$ cat src/hw/rtl/pwmd_pkg.sv
package pwmd_pkg;

    // Configuration register indexes
    typedef enum logic [2:0] {
        REG_CURRENT_PIECE  = 3'd0,
        REG_DOWNLOADING    = 3'd1,
        REG_PIECE_SIZE     = 3'd2,
        REG_NUM_PIECES     = 3'd3,
        REG_MAX_MSG_LENGTH = 3'd4
    } reg_index_t;

    localparam int CFG_INDEX_W = 3;
    localparam int CFG_DATA_W  = 32;

    // Result event codes
    typedef enum logic [1:0] {
        EV_NONE       = 2'd0,
        EV_PIECE_DATA = 2'd1,
        EV_HAVE       = 2'd2,
        EV_BITFIELD   = 2'd3
    } event_t;

    // Message ids
    localparam logic [7:0] MSG_CHOKE    = 8'd0;
    localparam logic [7:0] MSG_UNCHOKE  = 8'd1;
    localparam logic [7:0] MSG_HAVE     = 8'd4;
    localparam logic [7:0] MSG_BITFIELD = 8'd5;
    localparam logic [7:0] MSG_PIECE    = 8'd7;

    // Framing layout
    localparam logic [16:0] LEN_PREFIX_BYTES = 17'd4;
    localparam logic [16:0] LEN_LAST_BYTE    = 17'd3;
    localparam logic [16:0] HDR0_FIRST_K     = 17'd1;
    localparam logic [16:0] HDR0_LAST_K      = 17'd4;
    localparam logic [16:0] HDR1_LAST_K      = 17'd8;
    localparam logic [16:0] PIECE_DATA_K     = 17'd9;
    localparam logic [31:0] HAVE_MIN_LEN     = 32'd5;
    localparam logic [31:0] PIECE_HDR_LEN    = 32'd9;

    // Register reset values
    localparam logic [24:0] PIECE_SIZE_RST = 25'd262144;
    localparam logic [20:0] NUM_PIECES_RST = 21'd1;
    localparam logic [15:0] MAX_LEN_RST    = 16'd32000;

endpackage

$ cat src/hw/rtl/peer_wire_message_deframer.sv
// Peer-wire message deframer: takes one received stream byte (or a clear command) per
// item and returns exactly one result item per input item, carrying an optional event
// (PIECE data byte with its address in the piece, HAVE index, BITFIELD byte) plus the
// status snapshot after that byte: choke state, piece high-water position, saturating
// accepted byte count and the sticky frame error. A length prefix above
// max_message_length latches frame_error and every later stream byte is ignored until
// reset; a clear command still zeroes the piece counters. Throughput is one item per
// cycle while results are taken. An accepted item is held in the input register and
// moves to the result register once the result slot is empty or being taken; all
// parsing is done in the logic between the two registers. A stalled result holds the
// input register and drops s_ready. Write the configuration registers only while no
// item is in flight.
module peer_wire_message_deframer (
    input  logic                                aclk,
    input  logic                                aresetn,
    // configuration write port
    input  logic                                cfg_we,
    input  logic [pwmd_pkg::CFG_INDEX_W-1:0]    cfg_index,
    input  logic [pwmd_pkg::CFG_DATA_W-1:0]     cfg_wdata,
    // input channel
    input  logic                                s_valid,
    output logic                                s_ready,
    input  logic                                s_command,
    input  logic [7:0]                          s_rx_byte,
    // result channel
    output logic                                m_valid,
    input  logic                                m_ready,
    output logic [1:0]                          m_event_res,
    output logic [31:0]                         m_event_index,
    output logic [7:0]                          m_event_byte,
    output logic                                m_block_done,
    output logic                                m_choked,
    output logic [24:0]                         m_high_water,
    output logic [24:0]                         m_bytes_received,
    output logic                                m_frame_error
);

    // ------------------------------------------------------------------
    // Configuration registers
    // ------------------------------------------------------------------
    logic [31:0] cur_piece_reg;
    logic        downloading_reg;
    logic [24:0] piece_size_reg;
    logic [20:0] num_pieces_reg;
    logic [15:0] max_len_reg;

    always_ff @(posedge aclk) begin
        if (!aresetn) begin
            cur_piece_reg   <= '0;
            downloading_reg <= 1'b0;
            piece_size_reg  <= pwmd_pkg::PIECE_SIZE_RST;
            num_pieces_reg  <= pwmd_pkg::NUM_PIECES_RST;
            max_len_reg     <= pwmd_pkg::MAX_LEN_RST;
        end else if (cfg_we) begin
            unique case (cfg_index)
                pwmd_pkg::REG_CURRENT_PIECE:  cur_piece_reg   <= cfg_wdata;
                pwmd_pkg::REG_DOWNLOADING:    downloading_reg <= cfg_wdata[0];
                pwmd_pkg::REG_PIECE_SIZE:     piece_size_reg  <= cfg_wdata[24:0];
                pwmd_pkg::REG_NUM_PIECES:     num_pieces_reg  <= cfg_wdata[20:0];
                pwmd_pkg::REG_MAX_MSG_LENGTH: max_len_reg     <= cfg_wdata[15:0];
                default: ;  // indexes beyond the register list are dropped
            endcase
        end
    end

    // ------------------------------------------------------------------
    // Handshake: input register feeds the result register. Advance the
    // held item whenever the result slot is empty or being taken.
    // ------------------------------------------------------------------
    logic       in_valid_reg;
    logic       in_command_reg;
    logic [7:0] in_byte_reg;
    logic       m_valid_reg;
    logic       advance;

    assign advance = in_valid_reg && (!m_valid_reg || m_ready);
    assign s_ready = !in_valid_reg || advance;
    assign m_valid = m_valid_reg;

    always_ff @(posedge aclk) begin
        if (!aresetn) begin
            in_valid_reg <= 1'b0;
        end else if (s_ready) begin
            in_valid_reg <= s_valid;
        end
    end

    always_ff @(posedge aclk) begin
        if (s_ready && s_valid) begin
            in_command_reg <= s_command;
            in_byte_reg    <= s_rx_byte;
        end
    end

    // ------------------------------------------------------------------
    // Parser state
    // ------------------------------------------------------------------
    logic [31:0] length_reg,   length_next;     // length prefix of the current frame
    logic [16:0] count_reg,    count_next;      // bytes seen in the current frame
    logic [7:0]  msg_id_reg,   msg_id_next;
    logic [31:0] hdr0_reg,     hdr0_next;       // HAVE index / PIECE index
    logic [31:0] hdr1_reg,     hdr1_next;       // PIECE begin offset
    logic        accept_reg,   accept_next;     // current PIECE message is taken
    logic        choke_reg,    choke_next;
    logic [24:0] position_reg, position_next;
    logic [24:0] received_reg, received_next;
    logic        error_reg,    error_next;

    // result of the item in hand
    pwmd_pkg::event_t ev;
    logic [31:0]      ev_index;
    logic [7:0]       ev_byte;
    logic             done;

    // shared datapath terms
    logic [16:0] k;             // payload byte offset, id byte is zero
    logic        last;
    logic [7:0]  id_eff;
    logic [31:0] len_shift;
    logic [15:0] payload_len;
    logic [32:0] end_sum;
    logic        piece_ok;
    logic [21:0] np_plus7;
    logic        have_ok;
    logic [31:0] data_addr;
    logic [25:0] recv_sum;

    always_comb begin
        k         = count_reg - pwmd_pkg::LEN_PREFIX_BYTES;
        last      = ({15'd0, k} + 32'd1) == length_reg;
        id_eff    = (k == 17'd0) ? in_byte_reg : msg_id_reg;
        len_shift = {length_reg[23:0], in_byte_reg};

        hdr0_next = hdr0_reg;
        hdr1_next = hdr1_reg;
        if (k >= pwmd_pkg::HDR0_FIRST_K && k <= pwmd_pkg::HDR0_LAST_K) begin
            hdr0_next = {hdr0_reg[23:0], in_byte_reg};
        end
        if (k > pwmd_pkg::HDR0_LAST_K && k <= pwmd_pkg::HDR1_LAST_K) begin
            hdr1_next = {hdr1_reg[23:0], in_byte_reg};
        end

        // length is at most 16 bits once a frame body is being parsed
        payload_len = length_reg[15:0] - pwmd_pkg::PIECE_HDR_LEN[15:0];
        end_sum     = {1'b0, hdr1_next} + {17'd0, payload_len};
        piece_ok    = downloading_reg && (hdr0_next == cur_piece_reg) &&
                      (end_sum <= {8'd0, piece_size_reg});
        np_plus7    = {1'b0, num_pieces_reg} + 22'd7;
        have_ok     = hdr0_next[31:3] < {10'd0, np_plus7[21:3]};
        data_addr   = hdr1_reg + {15'd0, k - pwmd_pkg::PIECE_DATA_K};
        recv_sum    = {1'b0, received_reg} + {10'd0, payload_len};
    end

    always_comb begin
        length_next   = length_reg;
        count_next    = count_reg;
        msg_id_next   = msg_id_reg;
        accept_next   = accept_reg;
        choke_next    = choke_reg;
        position_next = position_reg;
        received_next = received_reg;
        error_next    = error_reg;
        ev            = pwmd_pkg::EV_NONE;
        ev_index      = '0;
        ev_byte       = '0;
        done          = 1'b0;

        priority if (in_command_reg) begin
            // clear piece progress, framing untouched
            position_next = '0;
            received_next = '0;
        end else if (error_reg) begin
            // drop the byte
        end else if (count_reg < pwmd_pkg::LEN_PREFIX_BYTES) begin
            length_next = len_shift;
            count_next  = count_reg + 17'd1;
            if (count_reg == pwmd_pkg::LEN_LAST_BYTE) begin
                priority if (len_shift == 32'd0) begin
                    count_next = '0;    // keepalive
                end else if (len_shift > {16'd0, max_len_reg}) begin
                    error_next = 1'b1;
                    count_next = '0;
                end else begin
                    count_next = pwmd_pkg::LEN_PREFIX_BYTES;
                end
            end
        end else begin
            if (k == 17'd0) begin
                msg_id_next = in_byte_reg;
            end

            if (id_eff == pwmd_pkg::MSG_BITFIELD && k != 17'd0) begin
                ev       = pwmd_pkg::EV_BITFIELD;
                ev_index = {15'd0, k - 17'd1};
                ev_byte  = in_byte_reg;
            end

            if (id_eff == pwmd_pkg::MSG_PIECE && k == pwmd_pkg::HDR1_LAST_K &&
                length_reg >= pwmd_pkg::PIECE_HDR_LEN) begin
                accept_next = piece_ok;
            end

            if (id_eff == pwmd_pkg::MSG_PIECE && k >= pwmd_pkg::PIECE_DATA_K &&
                accept_reg) begin
                ev       = pwmd_pkg::EV_PIECE_DATA;
                ev_index = data_addr;
                ev_byte  = in_byte_reg;
            end

            if (last) begin
                priority if (id_eff == pwmd_pkg::MSG_CHOKE) begin
                    choke_next = 1'b1;
                end else if (id_eff == pwmd_pkg::MSG_UNCHOKE) begin
                    choke_next = 1'b0;
                end else if (id_eff == pwmd_pkg::MSG_HAVE) begin
                    if (length_reg >= pwmd_pkg::HAVE_MIN_LEN && have_ok) begin
                        ev       = pwmd_pkg::EV_HAVE;
                        ev_index = hdr0_next;
                        ev_byte  = '0;
                    end
                end else if (id_eff == pwmd_pkg::MSG_PIECE && accept_next) begin
                    done = 1'b1;
                    if (end_sum[31:0] > {7'd0, position_reg}) begin
                        position_next = end_sum[24:0];
                    end
                    received_next = recv_sum[25] ? '1 : recv_sum[24:0];
                end else begin
                    // other ids: payload skipped
                end
                count_next  = '0;
                accept_next = 1'b0;
            end else begin
                count_next = count_reg + 17'd1;
            end
        end
    end

    // header words only move while a stream byte is parsed in a frame body
    logic body_byte;
    assign body_byte = !in_command_reg && !error_reg &&
                       (count_reg >= pwmd_pkg::LEN_PREFIX_BYTES);

    always_ff @(posedge aclk) begin
        if (!aresetn) begin
            length_reg   <= '0;
            count_reg    <= '0;
            msg_id_reg   <= '0;
            hdr0_reg     <= '0;
            hdr1_reg     <= '0;
            accept_reg   <= 1'b0;
            choke_reg    <= 1'b1;
            position_reg <= '0;
            received_reg <= '0;
            error_reg    <= 1'b0;
        end else if (advance) begin
            length_reg   <= length_next;
            count_reg    <= count_next;
            msg_id_reg   <= msg_id_next;
            if (body_byte) begin
                hdr0_reg <= hdr0_next;
                hdr1_reg <= hdr1_next;
            end
            accept_reg   <= accept_next;
            choke_reg    <= choke_next;
            position_reg <= position_next;
            received_reg <= received_next;
            error_reg    <= error_next;
        end
    end

    // ------------------------------------------------------------------
    // Result register: hold until taken
    // ------------------------------------------------------------------
    logic [1:0]  ev_reg;
    logic [31:0] ev_index_reg;
    logic [7:0]  ev_byte_reg;
    logic        done_reg;
    logic        choked_reg;
    logic [24:0] out_position_reg;
    logic [24:0] out_received_reg;
    logic        out_error_reg;

    always_ff @(posedge aclk) begin
        if (!aresetn) begin
            m_valid_reg      <= 1'b0;
            ev_reg           <= pwmd_pkg::EV_NONE;
            done_reg         <= 1'b0;
            choked_reg       <= 1'b1;
            out_error_reg    <= 1'b0;
        end else begin
            if (advance) begin
                m_valid_reg   <= 1'b1;
                ev_reg        <= ev;
                done_reg      <= done;
                choked_reg    <= choke_next;
                out_error_reg <= error_next;
            end else if (m_ready) begin
                m_valid_reg   <= 1'b0;
            end
        end
    end

    always_ff @(posedge aclk) begin
        if (advance) begin
            ev_index_reg     <= ev_index;
            ev_byte_reg      <= ev_byte;
            out_position_reg <= position_next;
            out_received_reg <= received_next;
        end
    end

    assign m_event_res      = ev_reg;
    assign m_event_index    = ev_index_reg;
    assign m_event_byte     = ev_byte_reg;
    assign m_block_done     = done_reg;
    assign m_choked         = choked_reg;
    assign m_high_water     = out_position_reg;
    assign m_bytes_received = out_received_reg;
    assign m_frame_error    = out_error_reg;

endmodule

$ cat config.mk
export PLATFORM = sky130hd
export DESIGN_NAME = peer_wire_message_deframer
export DESIGN_NICKNAME = d
export VERILOG_FILES = /design/src/hw/rtl/pwmd_pkg.sv /design/src/hw/rtl/peer_wire_message_deframer.sv
export SDC_FILE = /design/constraint.sdc
export NUM_CORES = 1
export LEC_CHECK = 0
export BUFFER_PORTS_ARGS = -buffer_cell sky130_fd_sc_hd__clkbuf_2
export CAP_MARGIN = 40
export CORE_MARGIN = 4
export CORE_UTILIZATION = 40
export CTS_BUF_LIST = sky130_fd_sc_hd__clkbuf_2
export CTS_CLUSTER_SIZE = 20
export DETAILED_ROUTE_END_ITERATION = 7
export SETUP_SLACK_MARGIN = 0.3
export SKIP_CTS_REPAIR_TIMING = 1
export SLEW_MARGIN = 20
export SYNTH_ARGS = -nofsm -noshare
export SYNTH_HDL_FRONTEND = slang
export SYNTH_SLANG_ARGS = --single-unit
export TNS_END_PERCENT = 5
$ cat constraint.sdc
create_clock -name aclk -period 9.2 [get_ports aclk]
set_input_delay 0.46 -clock aclk [delete_from_list [all_inputs] [get_ports aclk]]
set_output_delay 0.46 -clock aclk [all_outputs]
set_load 0.02 [all_outputs]
==> results of run 1 <==
==> worst min-delay path, cell delays in order <==
cell and delay (ns):
sky130_fd_sc_hd__clkbuf_2 0.10, sky130_fd_sc_hd__nand3_1 0.33, sky130_fd_sc_hd__nand2_1 0.17, sky130_fd_sc_hd__a21oi_1 0.05
==> final timing paths <==
path                          startpoint                     endpoint
max            count_reg[3]$_SDFFE_PN0P_   m_high_water[22]$_DFFE_PP_
min                               cfg_we  max_len_reg[6]$_SDFFE_PN0P_
max reg2reg    count_reg[3]$_SDFFE_PN0P_   m_high_water[22]$_DFFE_PP_
min reg2reg  length_reg[31]$_SDFFE_PN0P_  length_reg[31]$_SDFFE_PN0P_
==> power by group through the flow <==
stage / Combinational [µW] / Clock [µW] / Sequential (µW)
after floorplan: 203 / 0 / 1790
after global placement: 353 / 0 / 1770
after detailed placement: 361 / 0 / 1770
after CTS: 363 / 1290 / 1740
after global routing: 422 / 1370 / 1740
final: 391 / 1240 / 1740
==> cell usage in the layout, fill, tap and decap left out, types with 48 or more instances in the layout <==
cell type                       synthesis  routed
sky130_fd_sc_hd__nand3_1               82      82
sky130_fd_sc_hd__nand2_1              526     525
sky130_fd_sc_hd__dlygate4sd3_1          0      64
sky130_fd_sc_hd__ha_1                 145     144
sky130_fd_sc_hd__xnor2_1              130     127
sky130_fd_sc_hd__o21ai_0               80      79
sky130_fd_sc_hd__clkbuf_2               1     309
sky130_fd_sc_hd__buf_4                  6      70
sky130_fd_sc_hd__inv_1                128     127
sky130_fd_sc_hd__xor2_1                71      71
sky130_fd_sc_hd__edfxtp_1              99      99
sky130_fd_sc_hd__a21o_1                48      48
sky130_fd_sc_hd__nor3_1                56      54
sky130_fd_sc_hd__nor2_1               206     204
sky130_fd_sc_hd__mux2i_1               70      68
sky130_fd_sc_hd__dfxtp_1              274     274
sky130_fd_sc_hd__a21oi_1              290     287
==> metal layers <==
layer / track usage, % / vias up / wire length [µm]
met5: 0 / - / 12
met4: 10.7 / 2 / 3330
met3: 5.30 / 189 / 7300
met2: 40.4 / 1007 / 38900
met1: 34.6 / 11082 / 37200
li1: - / 11124 / -
==> stage by stage <==
step / cells / util, %
floorplan: 3010 / -
global placement: 3819 / 42.9
detailed placement: 3827 / 43.1
CTS: 4019 / 44.6
global route: 4092 / 46.0
finish: 4092 / 46.0
==> cells by family (layout without fill, tap and decap cells) <==
family	count (synthesis)	after routing	synth area share [%]
adder cells (fa/ha/maj)	148	148	7.71
multiplexers	88	88	3.72
AO/OA/AOI/OAI	654	654	17.2
AND/OR/NAND/NOR	1230	1230	24.3
other	0	1	0
flip-flops	373	373	34.8
XOR/XNOR	201	201	7.24
buffers and inverters	316	615	5.09
==> cell type report <==
cell class	count	area, µm²
inverter	129	492
fill	5932	32500
tap	782	978
clock inverter	29	144
antenna	1	2.50
clock buffer	163	816
timing repair buffer	294	2090
sequential	373	8460
multi-input combinational	2321	14800
==> impl_summary.log, run 1 <==
[metrics] quantity of I/O buffers inserted on ports: 145
[metrics] placer congestion estimate: 0.959
[metrics] Most common cell on crit path: sky130_fd_sc_hd__a21o_1
[metrics] total congestion overflow: 0
[metrics] share of cells above drive strength 1: 14.7%
[metrics] Highest Clock Rate: 118 MHz
[metrics] detailed-route wire length: 86,800 µm
[metrics] status: finished, final reports clean
[metrics] top cell type's share of synthesized area: 22.6%
[metrics] final count of pins violating max slew: 0
[metrics] largest net degree at the start of global routing: 164
[metrics] Clk Tree Root Cell: sky130_fd_sc_hd__clkbuf_2
[metrics] maximum resistive drop on vdd: 0.0769 mV
[metrics] via count: 23,404
[metrics] number of different library cells in the post-synthesis netlist: 92
[metrics] count of nets after finishing: 3,418
[metrics] CTS tree: done
[metrics] total clock buffers created by CTS: 102
[metrics] layout overhead on the synthesized area: 14.1%
[metrics] summed negative setup slack over all endpoints: 0 ns
[metrics] Die X: 255 µm
[metrics] sequential area share after synthesis: 34.8%
[metrics] number of placed I/O pins: 146
[metrics] Hold Worst Slack: 0.0261 ns
[metrics] switching share of power: 31.0%
[metrics] most frequent cells after synthesis: 526 x sky130_fd_sc_hd__nand2_1, 290 x sky130_fd_sc_hd__a21oi_1, 274 x sky130_fd_sc_hd__dfxtp_1, 206 x sky130_fd_sc_hd__nor2_1, 153 x sky130_fd_sc_hd__clkbuf_1
[metrics] Leakage Power: 0.0109 µW
[metrics] Placed Area: 25,900 µm²
[metrics] element type at the critical path start: flip-flop
[metrics] detailed placement HPWL: 64,100 µm
[metrics] register-to-register setup slack: 0.74 ns
[metrics] count of yosys warnings during synthesis: 0
[metrics] relative contribution of the clock network to total power: 36.9%
[metrics] Synth area leader: sky130_fd_sc_hd__dfxtp_1
[metrics] final count of hold timing violations: 0
[metrics] worst max-slew margin expressed relative to the limit: 42.1%
[metrics] count of TritonRoute iterations in the first routing pass: 6
[metrics] global-route wire length before repair: 129,000 µm
[metrics] post-synth net total: 3,207
[metrics] endpoint class of the critical path: flip-flop
[metrics] most instantiated flip-flop cell in the synthesis netlist: sky130_fd_sc_hd__dfxtp_1
[metrics] Area contributors post-synth: sky130_fd_sc_hd__dfxtp_1 23%, sky130_fd_sc_hd__edfxtp_1 12%, sky130_fd_sc_hd__nand2_1 8.1%, sky130_fd_sc_hd__ha_1 7.5%, sky130_fd_sc_hd__a21oi_1 6.0%
[metrics] number of vias per cell: 5.72
[metrics] longest individual stage delay on the worst path: 0.53 ns
[metrics] deepest level of the CTS H-tree: 3
[metrics] Core Footprint: 60,200 µm²
[metrics] Syn Area/Cell: 8.08 µm²
[metrics] unrepaired setup endpoints after global routing: no
[metrics] DRC violation count after routing: 0
[metrics] initial antenna violation count: 3
[metrics] worst endpoint required time: 10.03 ns
[metrics] net switching power figure: 1050 µW
[metrics] Setup CP Type: flip-flop to flip-flop
[metrics] design internal power: 2320 µW
[metrics] number of global-route vias before repair: 21,763
[metrics] instance count of the mapped netlist: 3,010
[metrics] final worst path period share: 92.0%
[metrics] Cell Area, Synth: 24,300 µm²
[metrics] Post-synth EDFFs: 99
[metrics] portion of total power attributed to sequential cells: 51.5%
[metrics] fin area: 27,700 µm²
[metrics] flops & latches, synth: 373
[metrics] Max Fanout on Critical Path: 49
[metrics] floorplan die area: 64,800 µm²
[metrics] combined buffer and inverter count along the critical path: 5
[metrics] most common cell in the netlist: sky130_fd_sc_hd__nand2_1
[metrics] final setup vio count: 0
[metrics] transition time at the pin with the least slew margin: 0.863 ns
[metrics] Routed WL per cell: 21.2 µm
[metrics] gr usage total: 25.7%
[metrics] Max Cap Violations: 0
[metrics] proportion of register bits with asynchronous set or reset after synthesis: 0%
[metrics] number of cells on the worst reg-to-reg path: 37
[metrics] Clk pin slew, worst setup/hold paths: 0.11 ns
[metrics] kind of path behind the tightest hold check: input pin to flip-flop
[metrics] instance count along the most critical hold path: 4
[metrics] Tot Pwr: 3370 µW
[metrics] Worst Clk Skew: 0.134 ns
[metrics] initial cell density of the core: 40.4%
[metrics] family of cells with the greatest summed delay on the critical path: compound AO/OA/AOI/OAI gates
[metrics] final critical-path required period: 8.46 ns
[metrics] total power density per cell area: 121 nW/µm²
[metrics] count of standard-cell rows: 90
[metrics] vertical extent of the die: 255 µm
[metrics] Final WS setup: 0.735 ns
[metrics] post-detailed-route count of antenna-violating nets: 0
[metrics] number of violations reported at the end of detailed-routing iteration 0: 2,036
[metrics] number of buffers between clock root and the deepest sink: 3
[metrics] Critical Path AT: 9.29 ns
[metrics] clock insertion delay at the later pin of the skew report: 1.19 ns
[metrics] combinational group share of total power: 11.6%
[metrics] pre-CTS setup slack: 0.112 ns
[metrics] CP Depth: 37
[metrics] sinks on the clock net: 373
[metrics] Critical Path Slowest Stage Cell: sky130_fd_sc_hd__or4b_4
No activity file was read; power rests on OpenSTA's default activity.
==> run 2: changes to the inputs <==
==> constraint.sdc (replaced) <==
create_clock -name aclk -period 9.7 [get_ports aclk]
set_input_delay 0.485 -clock aclk [delete_from_list [all_inputs] [get_ports aclk]]
set_output_delay 0.485 -clock aclk [all_outputs]
set_load 0.02 [all_outputs]
==> impl_summary.log, run 2 (same netlist as run 1, synthesis figures left out) <==
[metrics] status: finished, final reports clean
[metrics] final count of hold timing violations: 0 (unchanged)
[metrics] share of cells above drive strength 1: 13.8% (-0.90 points)
[metrics] area taken by flip-flops and latches: 8460 µm² (about the same)
[metrics] via count: 23,452 (+0.21%)
[metrics] family of cells with the greatest summed delay on the critical path: compound AO/OA/AOI/OAI gates
[metrics] number of global-route vias before repair: 21,947 (+0.85%)
[metrics] unrepaired setup endpoints after global routing: no
[metrics] number of placed I/O pins: 146 (unchanged)
[metrics] Clk pin slew, worst setup/hold paths: 0.11 ns (about the same)
[metrics] worst max-slew margin expressed relative to the limit: 44.7% (+2.7 points)
[metrics] worst reg2reg startpoint: count_reg[3]$_SDFFE_PN0P_
[metrics] detailed placement HPWL: 64,300 µm (+0.33%)
[metrics] number of vias per cell: 5.76 (+0.80%)
[metrics] longest individual stage delay on the worst path: 0.58 ns (+0.05 ns)
[metrics] count of TritonRoute iterations in the first routing pass: 5 (-1)
[metrics] Max Fanout on Critical Path: 40 (-18%)
[metrics] transition time at the pin with the least slew margin: 0.823 ns (-0.0400 ns)
[metrics] summed negative setup slack over all endpoints: 0 ns (unchanged)
[metrics] Highest Clock Rate: 112 MHz (-5.5%)
[metrics] number of buffers between clock root and the deepest sink: 3 (unchanged)
[metrics] detailed-route wire length: 87,900 µm (+1.4%)
[metrics] Routed WL per cell: 21.6 µm (+2.0%)
[metrics] top library cells by usage in the layout, fill and taps aside: 526 x sky130_fd_sc_hd__nand2_1, 299 x sky130_fd_sc_hd__clkbuf_2, 287 x sky130_fd_sc_hd__a21oi_1
[metrics] clock insertion delay at the later pin of the skew report: 1.19 ns (about the same)
[metrics] final setup vio count: 0 (unchanged)
[metrics] global-route wire length before repair: 131,000 µm (+1.6%)
[metrics] DRC violation count after routing: 0 (unchanged)
[metrics] Most common cell on crit path: sky130_fd_sc_hd__a21oi_1
[metrics] maximum resistive drop on vdd: 0.0802 mV (+4.3%)
[metrics] commonest non-fill, non-tap cell in the layout: sky130_fd_sc_hd__nand2_1
[metrics] Clk Tree Root Cell: sky130_fd_sc_hd__clkbuf_2
[metrics] sinks on the clock net: 373 (unchanged)
[metrics] Critical Path Slowest Stage Cell: sky130_fd_sc_hd__xor2_1
[metrics] Core Footprint: 60,200 µm² (unchanged)
[metrics] worst endpoint required time: 10.49 ns (+0.46 ns)
[metrics] Critical Path AT: 9.76 ns (+0.47 ns)
[metrics] post-detailed-route count of antenna-violating nets: 0 (unchanged)
[metrics] count of standard-cell rows: 90 (unchanged)
[metrics] deepest level of the CTS H-tree: 3 (unchanged)
[metrics] register-to-register setup slack: 0.74 ns (about the same)
[metrics] count of nets after finishing: 3,398 (-0.59%)
[metrics] endpoint of the worst hold path: in_byte_reg[5]$_DFFE_PP_
[metrics] largest net degree at the start of global routing: 99 (-40%)
[metrics] hold path startpoint: s_rx_byte[5]
[metrics] Setup CP Type: flip-flop to flip-flop
[metrics] number of cells on the worst reg-to-reg path: 34 (-8.1%)
[metrics] final worst path period share: 92.4% (+0.38 points)
[metrics] endpoint class of the critical path: flip-flop
[metrics] final critical-path required period: 8.96 ns (+0.497 ns)
[metrics] CTS tree: done
[metrics] quantity of I/O buffers inserted on ports: 145 (unchanged)
[metrics] initial antenna violation count: 1 (-2)
[metrics] number of filler cells placed in the layout: 5,985 (+0.89%)
[metrics] number of violations reported at the end of detailed-routing iteration 0: 2,121 (+4.2%)
[metrics] instance count along the most critical hold path: 2 (-2)
[metrics] vertical extent of the die: 255 µm (unchanged)
[metrics] kind of path behind the tightest hold check: input pin to flip-flop
[metrics] placer congestion estimate: 0.974 (+1.5%)
[metrics] total congestion overflow: 0 (unchanged)
[metrics] initial cell density of the core: 40.4% (unchanged)
[metrics] gr usage total: 26.0% (+0.31 points)
[metrics] total power density per cell area: 117 nW/µm² (-3.4%)
[metrics] combined buffer and inverter count along the critical path: 5 (unchanged)
[metrics] floorplan die area: 64,800 µm² (unchanged)
[metrics] total clock buffers created by CTS: 103 (+0.98%)
[metrics] Leakage Power: 0.0108 µW (-0.93%)
[metrics] capture instance of the worst register-to-register path: m_bytes_received[13]$_DFFE_PP_
[metrics] element type at the critical path start: flip-flop
[metrics] layout overhead on the synthesized area: 13.5%
[metrics] combined area of the multi-input logic cells: 14,700 µm² (-0.25%)
[metrics] Die X: 255 µm (unchanged)
[metrics] final count of pins violating max slew: 0 (unchanged)
[metrics] Worst Clk Skew: 0.154 ns (+0.0197 ns)
[metrics] utilization of the core after routing: 45.8% (-0.24 points)
[metrics] Max Cap Violations: 0 (unchanged)
## run 2: worst max path at each step
stage	startpoint	end	slack [ns]	cells after the start
CTS	count_reg[3]$_SDFFE_PN0P_	m_bytes_received[12]$_DFFE_PP_	0.12	35
detailed placement	count_reg[3]$_SDFFE_PN0P_	m_bytes_received[21]$_DFFE_PP_	0.15	35
floorplan	count_reg[2]$_SDFFE_PN0P_	m_high_water[0]$_DFFE_PP_	0.61	40
global placement	count_reg[3]$_SDFFE_PN0P_	m_bytes_received[21]$_DFFE_PP_	0.36	35
finish	count_reg[3]$_SDFFE_PN0P_	m_bytes_received[13]$_DFFE_PP_	0.74	34
global route	count_reg[3]$_SDFFE_PN0P_	m_bytes_received[21]$_DFFE_PP_	0.28	38
## run 2: power by group
part	internal [µW]	switching [µW]
registers	1620	26.6
logic	127	241
clock network	486	734
total	2240	1000
## run 2: final cells by class
type,count,area share [%]
multi-input cells,2321,53.4
clock inverters,35,0.757
diodes,1,0.00907
flip-flops and latches,373,30.7
well taps,782,3.55
clock buffers,154,2.79
repair buffers,273,7.10
inverters,129,1.78
## run 2: per-layer routing
metal | global-route usage [%] | routed length, µm
met1 | 35.3 | 37800
met2 | 40.9 | 39000
met3 | 5.02 | 7310
met4 | 10.8 | 3780
met5 | 0 | 0
## run 2: through the flow
| stage | hold slack, ns | setup slack [ns] | instances | power [µW] | instance area [µm²] |
|---|---|---|---|---|---|
| 2_1_floorplan | 0.436 | 0.611 | 3010 | 1890 | 24300 |
| 3_3_place_gp | 0.441 | 0.359 | 3795 | 2010 | 25700 |
| 3_5_place_dp | 0.446 | 0.153 | 3807 | 2020 | 25800 |
| 4_1_cts | -0.652 | 0.121 | 3996 | 3250 | 26800 |
| 5_1_grt | 0.000967 | 0.280 | 4068 | 3390 | 27600 |
| 6_report | 0.0544 | 0.738 | 4068 | 3240 | 27600 |
==> run 3: changes to the inputs <==
--- a/config.mk
+++ b/config.mk
@@ -12,6 +12,7 @@
 export CTS_BUF_LIST = sky130_fd_sc_hd__clkbuf_2
 export CTS_CLUSTER_SIZE = 20
 export DETAILED_ROUTE_END_ITERATION = 7
+export REMOVE_ABC_BUFFERS = 1
 export SETUP_SLACK_MARGIN = 0.3
 export SKIP_CTS_REPAIR_TIMING = 1
 export SLEW_MARGIN = 20
==> impl_summary.log, run 3 (same netlist as run 1, synthesis figures left out) <==
[metrics] status: finished with violations
[metrics] failing checks: DRC
[metrics] longest individual stage delay on the worst path: 0.67 ns (+0.09 ns)
[metrics] gr usage total: 25.8% (-0.22 points)
[metrics] detailed-route wire length: 86,700 µm (-1.4%)
[metrics] sinks on the clock net: 373 (unchanged)
[metrics] number of global-route vias before repair: 22,096 (+0.68%)
[metrics] detailed placement HPWL: 63,400 µm (-1.3%)
[metrics] Worst Clk Skew: 0.143 ns (-0.0105 ns)
[metrics] CTS tree: done
[metrics] Routed WL per cell: 21.4 µm (-1.2%)
[metrics] number of cells on the worst reg-to-reg path: 34 (unchanged)
[metrics] number of violations reported at the end of detailed-routing iteration 0: 2,112 (-0.42%)
[metrics] total clock buffers created by CTS: 100 (-2.9%)
[metrics] Clk Tree Root Cell: sky130_fd_sc_hd__clkbuf_2
[metrics] worst max-slew margin expressed relative to the limit: 37.8% (-7.0 points)
[metrics] number of placed I/O pins: 146 (unchanged)
[metrics] count of standard-cell rows: 90 (unchanged)
[metrics] capture instance of the worst register-to-register path: m_bytes_received[15]$_DFFE_PP_
[metrics] register-to-register setup slack: 0.62 ns (-0.11 ns)
[metrics] initial cell density of the core: 40.4% (unchanged)
[metrics] total congestion overflow: 0 (unchanged)
[metrics] Highest Clock Rate: 110 MHz (-1.3%)
[metrics] largest net degree at the start of global routing: 86 (-13%)
[metrics] Tot Pwr: 3190 µW (-1.6%)
[metrics] endpoint of the worst hold path: in_byte_reg[2]$_DFFE_PP_
[metrics] Max Fanout on Critical Path: 13 (-68%)
[metrics] layout overhead on the synthesized area: 12.9%
[metrics] vertical extent of the die: 255 µm (unchanged)
[metrics] Max Cap Violations: 0 (unchanged)
[metrics] top library cells by usage in the layout, fill and taps aside: 526 x sky130_fd_sc_hd__nand2_1, 286 x sky130_fd_sc_hd__a21oi_1, 281 x sky130_fd_sc_hd__clkbuf_2
[metrics] kind of path behind the tightest hold check: input pin to flip-flop
[metrics] quantity of I/O buffers inserted on ports: 145 (unchanged)
[metrics] Core Footprint: 60,200 µm² (unchanged)
[metrics] post-detailed-route count of antenna-violating nets: 0 (unchanged)
[metrics] worst reg2reg startpoint: count_reg[3]$_SDFFE_PN0P_
[metrics] placer congestion estimate: 0.994 (+2.1%)
[metrics] final setup vio count: 0 (unchanged)
[metrics] number of vias per cell: 5.74 (-0.40%)
[metrics] total power density per cell area: 116 nW/µm² (-1.1%)
[metrics] deepest level of the CTS H-tree: 3 (unchanged)
[metrics] Setup CP Type: flip-flop to flip-flop
[metrics] hold path startpoint: s_rx_byte[2]
[metrics] floorplan die area: 64,800 µm² (unchanged)
[metrics] Clk pin slew, worst setup/hold paths: 0.12 ns (about the same)
[metrics] commonest non-fill, non-tap cell in the layout: sky130_fd_sc_hd__nand2_1
[metrics] number of buffers between clock root and the deepest sink: 3 (unchanged)
[metrics] final worst path period share: 93.6% (+1.2 points)
[metrics] worst endpoint required time: 10.52 ns (+0.03 ns)
[metrics] maximum resistive drop on vdd: 0.0788 mV (-1.8%)
[metrics] unrepaired setup endpoints after global routing: no
[metrics] count of TritonRoute iterations in the first routing pass: 8 (+3)
[metrics] Critical Path AT: 9.89 ns (+0.13 ns)
[metrics] final count of pins violating max slew: 0 (unchanged)
[metrics] utilization of the core after routing: 45.6% (-0.24 points)
[metrics] share of cells above drive strength 1: 13.6% (-0.20 points)
[metrics] Final WS setup: 0.625 ns (-0.113 ns)
[metrics] transition time at the pin with the least slew margin: 0.928 ns (+0.105 ns)
[metrics] count of nets after finishing: 3,392 (-0.18%)
[metrics] endpoint class of the critical path: flip-flop
[metrics] via count: 23,306 (-0.62%)
[metrics] clock insertion delay at the later pin of the skew report: 1.21 ns (+0.02 ns)
[metrics] global-route wire length before repair: 129,000 µm (-0.89%)
[metrics] Critical Path Slowest Stage Cell: sky130_fd_sc_hd__xor2_1
[metrics] instance count along the most critical hold path: 2 (unchanged)
[metrics] pre-CTS setup slack: 0.192 ns (+0.0383 ns)
[metrics] DRC violation count after routing: 5 (+5)
[metrics] initial antenna violation count: 3 (+2)
[metrics] Die X: 255 µm (unchanged)
[metrics] Leakage Power: 0.0107 µW (-1.0%)
[metrics] element type at the critical path start: flip-flop
[metrics] final count of hold timing violations: 0 (unchanged)
[metrics] final critical-path required period: 9.08 ns (+0.113 ns)
==> run 3: changes by cell type in the layout (fill, tap and decap cells not counted), moves of 3 or more <==
cell and delta:
sky130_fd_sc_hd__dlygate4sd3_1 -6, sky130_fd_sc_hd__buf_8 -3, sky130_fd_sc_hd__clkbuf_2 -18, sky130_fd_sc_hd__clkinv_2 +11
sky130_fd_sc_hd__buf_4 +9
==> run 3: final cells by class <==
type	instances	area, µm²
flip-flops and latches	373	8460
inverters	129	492
repair buffers	270	1850
diodes	2	5.00
clock inverters	46	260
clock buffers	136	681
multi-input cells	2321	14700
well taps	782	978
fillers	5974	32800
==> run 3: worst max-delay path, delay by kind of cell, from the launching register on <==
family	cells	cell delay, ns
compound gates	13	2.65
simple gates	10	2.45
buf+inv	5	1.00
fa+ha+maj	3	0.90
mux	2	0.68
xor+xnor	1	0.67
flops	1	0.40
==> run 3: metrics by stage <==
step           std cells  TNS (ns)  area (µm²)  hold WS [ns]
2_1_floorplan       2823    -19.34       23600         0.436
3_3_place_gp        3805         0       25700         0.443
3_5_place_dp        3815         0       25800         0.449
4_1_cts             3997         0       26700        -0.678
5_1_grt             4058         0       27500     -0.000417
6_report            4059         0       27500        0.0659
==> run 3: metal layers <==
metal	global-route usage, %	wire (µm)
met1	34.0	37400
met2	42.0	39500
met3	4.77	6420
met4	10.3	3330
met5	0	0
==> run 3: report_power, final <==
part	switching, µW	leakage [µW]	internal, µW
Clock	732	0.000700	447
Combinational	239	0.00688	122
Sequential	23.4	0.00312	1620
==> run 3: worst max-delay path by stage <==
stage	slack, ns	depth (start not counted)	from	to
detailed placement	0.19	37	count_reg[3]$_SDFFE_PN0P_	m_bytes_received[21]$_DFFE_PP_
global route	0.32	38	count_reg[3]$_SDFFE_PN0P_	m_bytes_received[21]$_DFFE_PP_
global placement	0.40	37	count_reg[3]$_SDFFE_PN0P_	m_bytes_received[21]$_DFFE_PP_
CTS	0.12	37	count_reg[3]$_SDFFE_PN0P_	m_bytes_received[21]$_DFFE_PP_
finish	0.62	34	count_reg[3]$_SDFFE_PN0P_	m_bytes_received[15]$_DFFE_PP_
floorplan	-0.34	32	count_reg[2]$_SDFFE_PN0P_	m_high_water[0]$_DFFE_PP_
